[src/rtl/rcld_pkg.sv]
// package for the region cache lru directory: widths, command and status codes,
// the per-slot operation struct and the result struct
// no dependencies
`timescale 1ns / 1ps

package rcld_pkg;

    // defaults for the top-level parameters
    localparam int SLOT_COUNT_DEF  = 16;
    localparam int REGION_BITS_DEF = 21;
    localparam int ADDR_BITS_DEF   = 64;

    // fixed field widths
    localparam int CMD_W    = 3;
    localparam int SIZE_W   = 32;
    localparam int STATUS_W = 2;
    localparam int SLOT_W   = 4;
    localparam int OFFSET_W = 21;
    localparam int COUNT_W  = 64;
    localparam int STAMP_W  = 64;

    // command codes
    localparam logic [CMD_W-1:0] CMD_READ  = 3'd0;
    localparam logic [CMD_W-1:0] CMD_FILL  = 3'd1;
    localparam logic [CMD_W-1:0] CMD_WRITE = 3'd2;
    localparam logic [CMD_W-1:0] CMD_INVAL = 3'd3;
    localparam logic [CMD_W-1:0] CMD_FLUSH = 3'd4;

    // status codes
    localparam logic [STATUS_W-1:0] STATUS_OK   = 2'd0;
    localparam logic [STATUS_W-1:0] STATUS_FAIL = 2'd1;
    localparam logic [STATUS_W-1:0] STATUS_BUSY = 2'd2;

    // operation applied to one slot cell in a cycle
    typedef struct packed {
        logic install;  // write tag and stamp, set valid
        logic touch;    // refresh stamp
        logic drop;     // clear valid
        logic flush;    // clear valid
        logic inval;    // clear valid when tag lies in the range
    } cell_op_t;

    // small fields of one result beat
    typedef struct packed {
        logic [STATUS_W-1:0] status;
        logic                hit;
        logic [SLOT_W-1:0]   slot;
        logic                fetch;
        logic                pass;
    } result_t;

endpackage

[src/rtl/rcld_cell.sv]
// one slot of the directory: valid bit, region tag, use stamp, and one stage
// of the victim search chain
// depends on rcld_pkg
`timescale 1ns / 1ps

module rcld_cell #(
    parameter int IW       = 4,
    parameter int TW       = 43,
    parameter int CELL_IDX = 0
) (
    input  logic                          clk,
    input  logic                          rst_n,
    input  rcld_pkg::cell_op_t            op,
    input  logic [TW-1:0]                 cmp_tag,
    input  logic [TW-1:0]                 wr_tag,
    input  logic [rcld_pkg::STAMP_W-1:0]  wr_stamp,
    input  logic [TW-1:0]                 inv_t0,
    input  logic [TW-1:0]                 inv_span,
    input  logic                          tk_valid_in,
    input  logic [IW-1:0]                 tk_idx_in,
    input  logic [rcld_pkg::STAMP_W-1:0]  tk_stamp_in,
    output logic                          tk_valid_out,
    output logic [IW-1:0]                 tk_idx_out,
    output logic [rcld_pkg::STAMP_W-1:0]  tk_stamp_out,
    output logic                          valid,
    output logic                          match
);

    logic                         valid_reg, valid_next;
    logic [TW-1:0]                tag_reg, tag_next;
    logic [rcld_pkg::STAMP_W-1:0] stamp_reg, stamp_next;
    logic                         tk_valid_reg, tk_valid_next;
    logic [IW-1:0]                tk_idx_reg, tk_idx_next;
    logic [rcld_pkg::STAMP_W-1:0] tk_stamp_reg, tk_stamp_next;
    logic [TW-1:0]                tag_off;
    logic                         take;

    // tag compare against the incoming address
    assign match = valid_reg && (tag_reg == cmp_tag);
    assign valid = valid_reg;

    // distance from range start, wraps round the tag space
    assign tag_off = tag_reg - inv_t0;

    // slot state update
    always_comb
    begin
        valid_next = valid_reg;
        tag_next   = tag_reg;
        stamp_next = stamp_reg;
        if (op.flush || op.drop)
        begin
            valid_next = 1'b0;
        end
        if (op.inval && valid_reg && (tag_off <= inv_span))
        begin
            valid_next = 1'b0;
        end
        if (op.install)
        begin
            valid_next = 1'b1;
            tag_next   = wr_tag;
        end
        if (op.install || op.touch)
        begin
            stamp_next = wr_stamp;
        end
    end

    // search stage: the first cell seeds the candidate, later ones keep the
    // earlier slot on a tie
    assign take = (CELL_IDX == 0) || (stamp_reg < tk_stamp_in);

    always_comb
    begin
        tk_valid_next = tk_valid_in;
        tk_idx_next   = tk_idx_in;
        tk_stamp_next = tk_stamp_in;
        if (take)
        begin
            tk_idx_next   = IW'(CELL_IDX);
            tk_stamp_next = stamp_reg;
        end
    end

    // control bits
    always_ff @(posedge clk or negedge rst_n)
    begin
        if (!rst_n)
        begin
            valid_reg    <= 1'b0;
            tk_valid_reg <= 1'b0;
        end
        else
        begin
            valid_reg    <= valid_next;
            tk_valid_reg <= tk_valid_next;
        end
    end

    // payload
    always_ff @(posedge clk)
    begin
        tag_reg      <= tag_next;
        stamp_reg    <= stamp_next;
        tk_idx_reg   <= tk_idx_next;
        tk_stamp_reg <= tk_stamp_next;
    end

    assign tk_valid_out = tk_valid_reg;
    assign tk_idx_out   = tk_idx_reg;
    assign tk_stamp_out = tk_stamp_reg;

endmodule

[config.mk]
export PLATFORM = sky130hd
export DESIGN_NAME = rcld_cell
export DESIGN_NICKNAME = d
export VERILOG_FILES = /design/src/rtl/rcld_pkg.sv /design/src/rtl/rcld_cell.sv
export SDC_FILE = /design/constraint.sdc
export NUM_CORES = 1
export LEC_CHECK = 0
export ABC_CLOCK_PERIOD_IN_PS = 10500
export BUFFER_PORTS_ARGS = -buffer_cell sky130_fd_sc_hd__buf_2
export CAP_MARGIN = 20
export CORE_AREA = 2 2 147 149
export CTS_CLUSTER_SIZE = 8
export DETAILED_ROUTE_END_ITERATION = 12
export DIE_AREA = 0 0 149 151
export GPL_ROUTABILITY_DRIVEN = 0
export PLACE_DENSITY = 0.72
export SKIP_LAST_GASP = 1
export SYNTH_ARGS = -nofsm -noshare
export SYNTH_HDL_FRONTEND = slang
export SYNTH_SLANG_ARGS = --single-unit
export TNS_END_PERCENT = 100
[constraint.sdc]
create_clock -name clk -period 10.5 [get_ports clk]
set_clock_uncertainty 0.1 [all_clocks]
set_input_delay 2.1 -clock clk [delete_from_list [all_inputs] [get_ports clk]]
set_output_delay 2.1 -clock clk [all_outputs]
set_load 0.005 [all_outputs]
==> flow_summary.json <==
{
  "status": "complete, no violations",
  "ys_seq_elements": 173,
  "ys_seq_area_share_pct": 52.4,
  "num_rows": 53,
  "endpoint": "valid",
  "ys.flop_type": "edfxtp_1",
  "clkTransAtPathRegs_ns": 0.08,
  "power_density_nw_per_um2": 169,
  "worst-path-max-fanout": 4,
  "hold_violations": 0,
  "critPathTopFamily": "compound AO/OA/AOI/OAI gates",
  "io_buffer_count": 310,
  "drc": 0,
  "slew_violations": 0,
  "grt_max_degree": 65,
  "irDropWorstVdd_uv": 109,
  "yosysUniqueCellTypes": 63,
  "antenna_found_initial": 3,
  "finalSetupViolCount": 0,
  "die-area_um2": 22500,
  "antenna_left": 0,
  "finalCriticalPeriod_ns": 6.05,
  "max_slew_margin_pct": 48.4,
  "fill_cells": 1831,
  "crit_buf_inv": 1,
  "cts.sinks": 173,
  "hold_class": "reg2reg",
  "crit_type": "in2reg",
  "ys_warn_count": 0,
  "gr-total-overflow": 0,
  "wl_per_cell_um": 17.4,
  "hold_buffers": 0,
  "rsz0062_at_grt": "no",
  "num_io_pins": 383,
  "cp-start-kind": "input pin",
  "clk-insertion-delay-late_ns": 0.43,
  "synth_edf_count": 107,
  "dr_total_vias": 6806,
  "syn_to_final_growth_pct": 28.5,
  "drt_iter0_markers": 314,
  "drt-pass1-iter-count": 4,
  "h-tree-depth": 4,
  "coreArea_um2": 20800,
  "synthCells": 767,
  "fin_crit_sh_pct": 57.7,
  "fin_nets": 1485,
  "wl_um": 23900,
  "cts_setup_buffers": 0,
  "timing.rr.start": "tag_reg[1]",
  "leakage_uw": 0.00543,
  "worst_path_largest_cell_delay_ns": 0.56,
  "grt_pass1_vias": 6772,
  "crit_slowest_cell": "nor4_1",
  "worst_pin_slew_ns": 0.773,
  "fin_tns_setup_ns": 0,
  "die_x_um": 149,
  "cts_root_buf": "clkbuf_16",
  "drv_cap": 0,
  "place_hpwl_um": 19700,
  "grt_util_all_layers_pct": 20.9,
  "syn_area_um2": 8670,
  "worstPathArrival_ns": 6.31,
  "numCtsBuffers": 17,
  "reg2reg_to": "valid",
  "crit_path_cell_trace": "buf_2 > ha_1 > fa_1 > nand2b_1 > a21oi_1 > o21bai_1 > a2111oi_2 > or3_1 > a21oi_1 > xnor2_1 > ha_1 > nand4_1 > nor4_1 > o31ai_1 > o2111ai_1 > a221o_1 > a41o_1",
  "die_h_um": 151,
  "startpoint": "inv_t0[0]",
  "r2r_cells": 16,
  "worst_ep_required_time_ns": 10.76,
  "reg2reg_slack_ns": 5.83,
  "async_flop_share_pct": 1.16,
  "viasPerCell": 4.95,
  "cts_tree": "built",
  "setup_ws_ns": 4.45,
  "cts_resized": 0,
  "endpoint_kind": "flop",
  "grt_pass1_wl_um": 35300,
  "clock_path_buffers": 2,
  "synth.avg_cell_area_um2": 11.3,
  "fin_util_pct": 53.5,
  "max_freq_mhz": 165,
  "cp_num_cells": 17,
  "post_route_cells_drive_above_1_share_pct": 32.0,
  "dp_slack_ns": 4.13,
  "initial_utilization_pct": 41.6
}
where the power goes:
group	switching, uW	total, uW	internal [uW]
Combinational	229	423	194
Clock	325	655	330
Sequential	26.0	811	785
logic make-up after synthesis:
family | count (synthesis) | share of synthesized area (%)
buffers and inverters | 116 | 5.35
DFF | 173 | 52.4
AOI/OAI and AO/OA | 174 | 13.4
adders and majority gates | 86 | 12.5
other | 1 | 0.0432
muxes | 1 | 0.115
xor gates and xnor gates | 77 | 7.78
and+or+nand+nor | 139 | 8.38
how the worst min path moves through the flow:
| stage | start | cells past startpoint | slack (ns) | to |
|---|---|---|---|---|
| CTS | stamp_reg[10] | 0 | 0.24 | tk_stamp_out[10] |
| global placement | stamp_reg[16] | 0 | 0.22 | tk_stamp_out[16] |
| finish | stamp_reg[10] | 0 | 0.24 | tk_stamp_out[10] |
| global route | stamp_reg[33] | 0 | 0.24 | tk_stamp_out[33] |
| floorplan | stamp_reg[0] | 0 | 0.22 | tk_stamp_out[0] |
| detailed placement | stamp_reg[37] | 0 | 0.23 | tk_stamp_out[37] |
cell usage after synthesis (5+ instances only):
master / count / area (um2)
nor4_1: 13 / 81.3
nand2b_1: 9 / 56.3
nand3_1: 9 / 45.0
o21ai_0: 20 / 100
a211oi_1: 5 / 37.5
nand4_1: 21 / 131
xnor2_1: 29 / 254
xor2_1: 48 / 420
edfxtp_1: 107 / 3210
o21bai_1: 5 / 37.5
a21oi_1: 52 / 260
nor3_1: 6 / 30.0
dfxtp_1: 64 / 1280
inv_1: 102 / 383
clkbuf_1: 5 / 18.8
nor2b_1: 8 / 50.1
buf_4: 7 / 52.6
o21ai_1: 7 / 35.0
ha_1: 85 / 1060
nand2_1: 27 / 101
nor2_1: 28 / 105
a21o_1: 37 / 278
stage by stage:
stage / total power (uW) / hold slack, ns / instances / instance area (um2)
3_3_place_gp: 1240 / 0.223 / 1343 / 10500
5_1_grt: 1990 / 0.239 / 1376 / 11100
6_report: 1890 / 0.239 / 1376 / 11100
3_5_place_dp: 1250 / 0.227 / 1343 / 10500
4_1_cts: 1910 / 0.237 / 1375 / 11100
2_1_floorplan: 1090 / 0.223 / 770 / 8680
per-layer routing:
metal | GRT usage, % | vias up | wire [um]
met5 | 0 | - | 24
met4 | 5.95 | 4 | 417
li1 | - | 3381 | -
met2 | 38.1 | 295 | 12100
met3 | 6.51 | 24 | 2260
met1 | 23.7 | 3102 | 9070
cell usage in the layout, fill, tap and decap left out, drive strengths merged, types with 3 or more instances in the layout:
cell type  netlist  final
o31a             3      3
o211ai           5      5
a21oi           54     54
o31ai            4      4
o21ai           27     27
ha              85     85
nor2            28     28
or2              5      5
dfxtp           64     64
xnor2           29     29
a31oi            4      4
o21bai           5      5
nand2           27     27
and3             3      3
inv            102    109
nand2b           9      9
nor4            13     13
conb             1      4
xor2            48     48
a41oi            3      3
a21o            37     37
clkbuf           5     17
buf              9    312
o21a             4      4
nand4           22     22
or3              4      4
o2bb2ai          3      3
nor3             6      6
edfxtp         107    107
clkinv           0      8
nand3            9      9
nor2b            8      8
a211oi           6      6
cell type report:
| type | count | area, um2 | area share (%) |
|---|---|---|---|
| multi-input cells | 481 | 3670 | 33.0 |
| flip-flops and latches | 173 | 4540 | 40.8 |
| inverters | 102 | 383 | 3.44 |
| clock buffers | 17 | 425 | 3.82 |
| clock inverters | 15 | 206 | 1.85 |
| diodes | 1 | 2.50 | 0.0225 |
| well taps | 275 | 344 | 3.09 |
| repair buffers | 312 | 1570 | 14.1 |
Power figures use the tool's default switching activity.
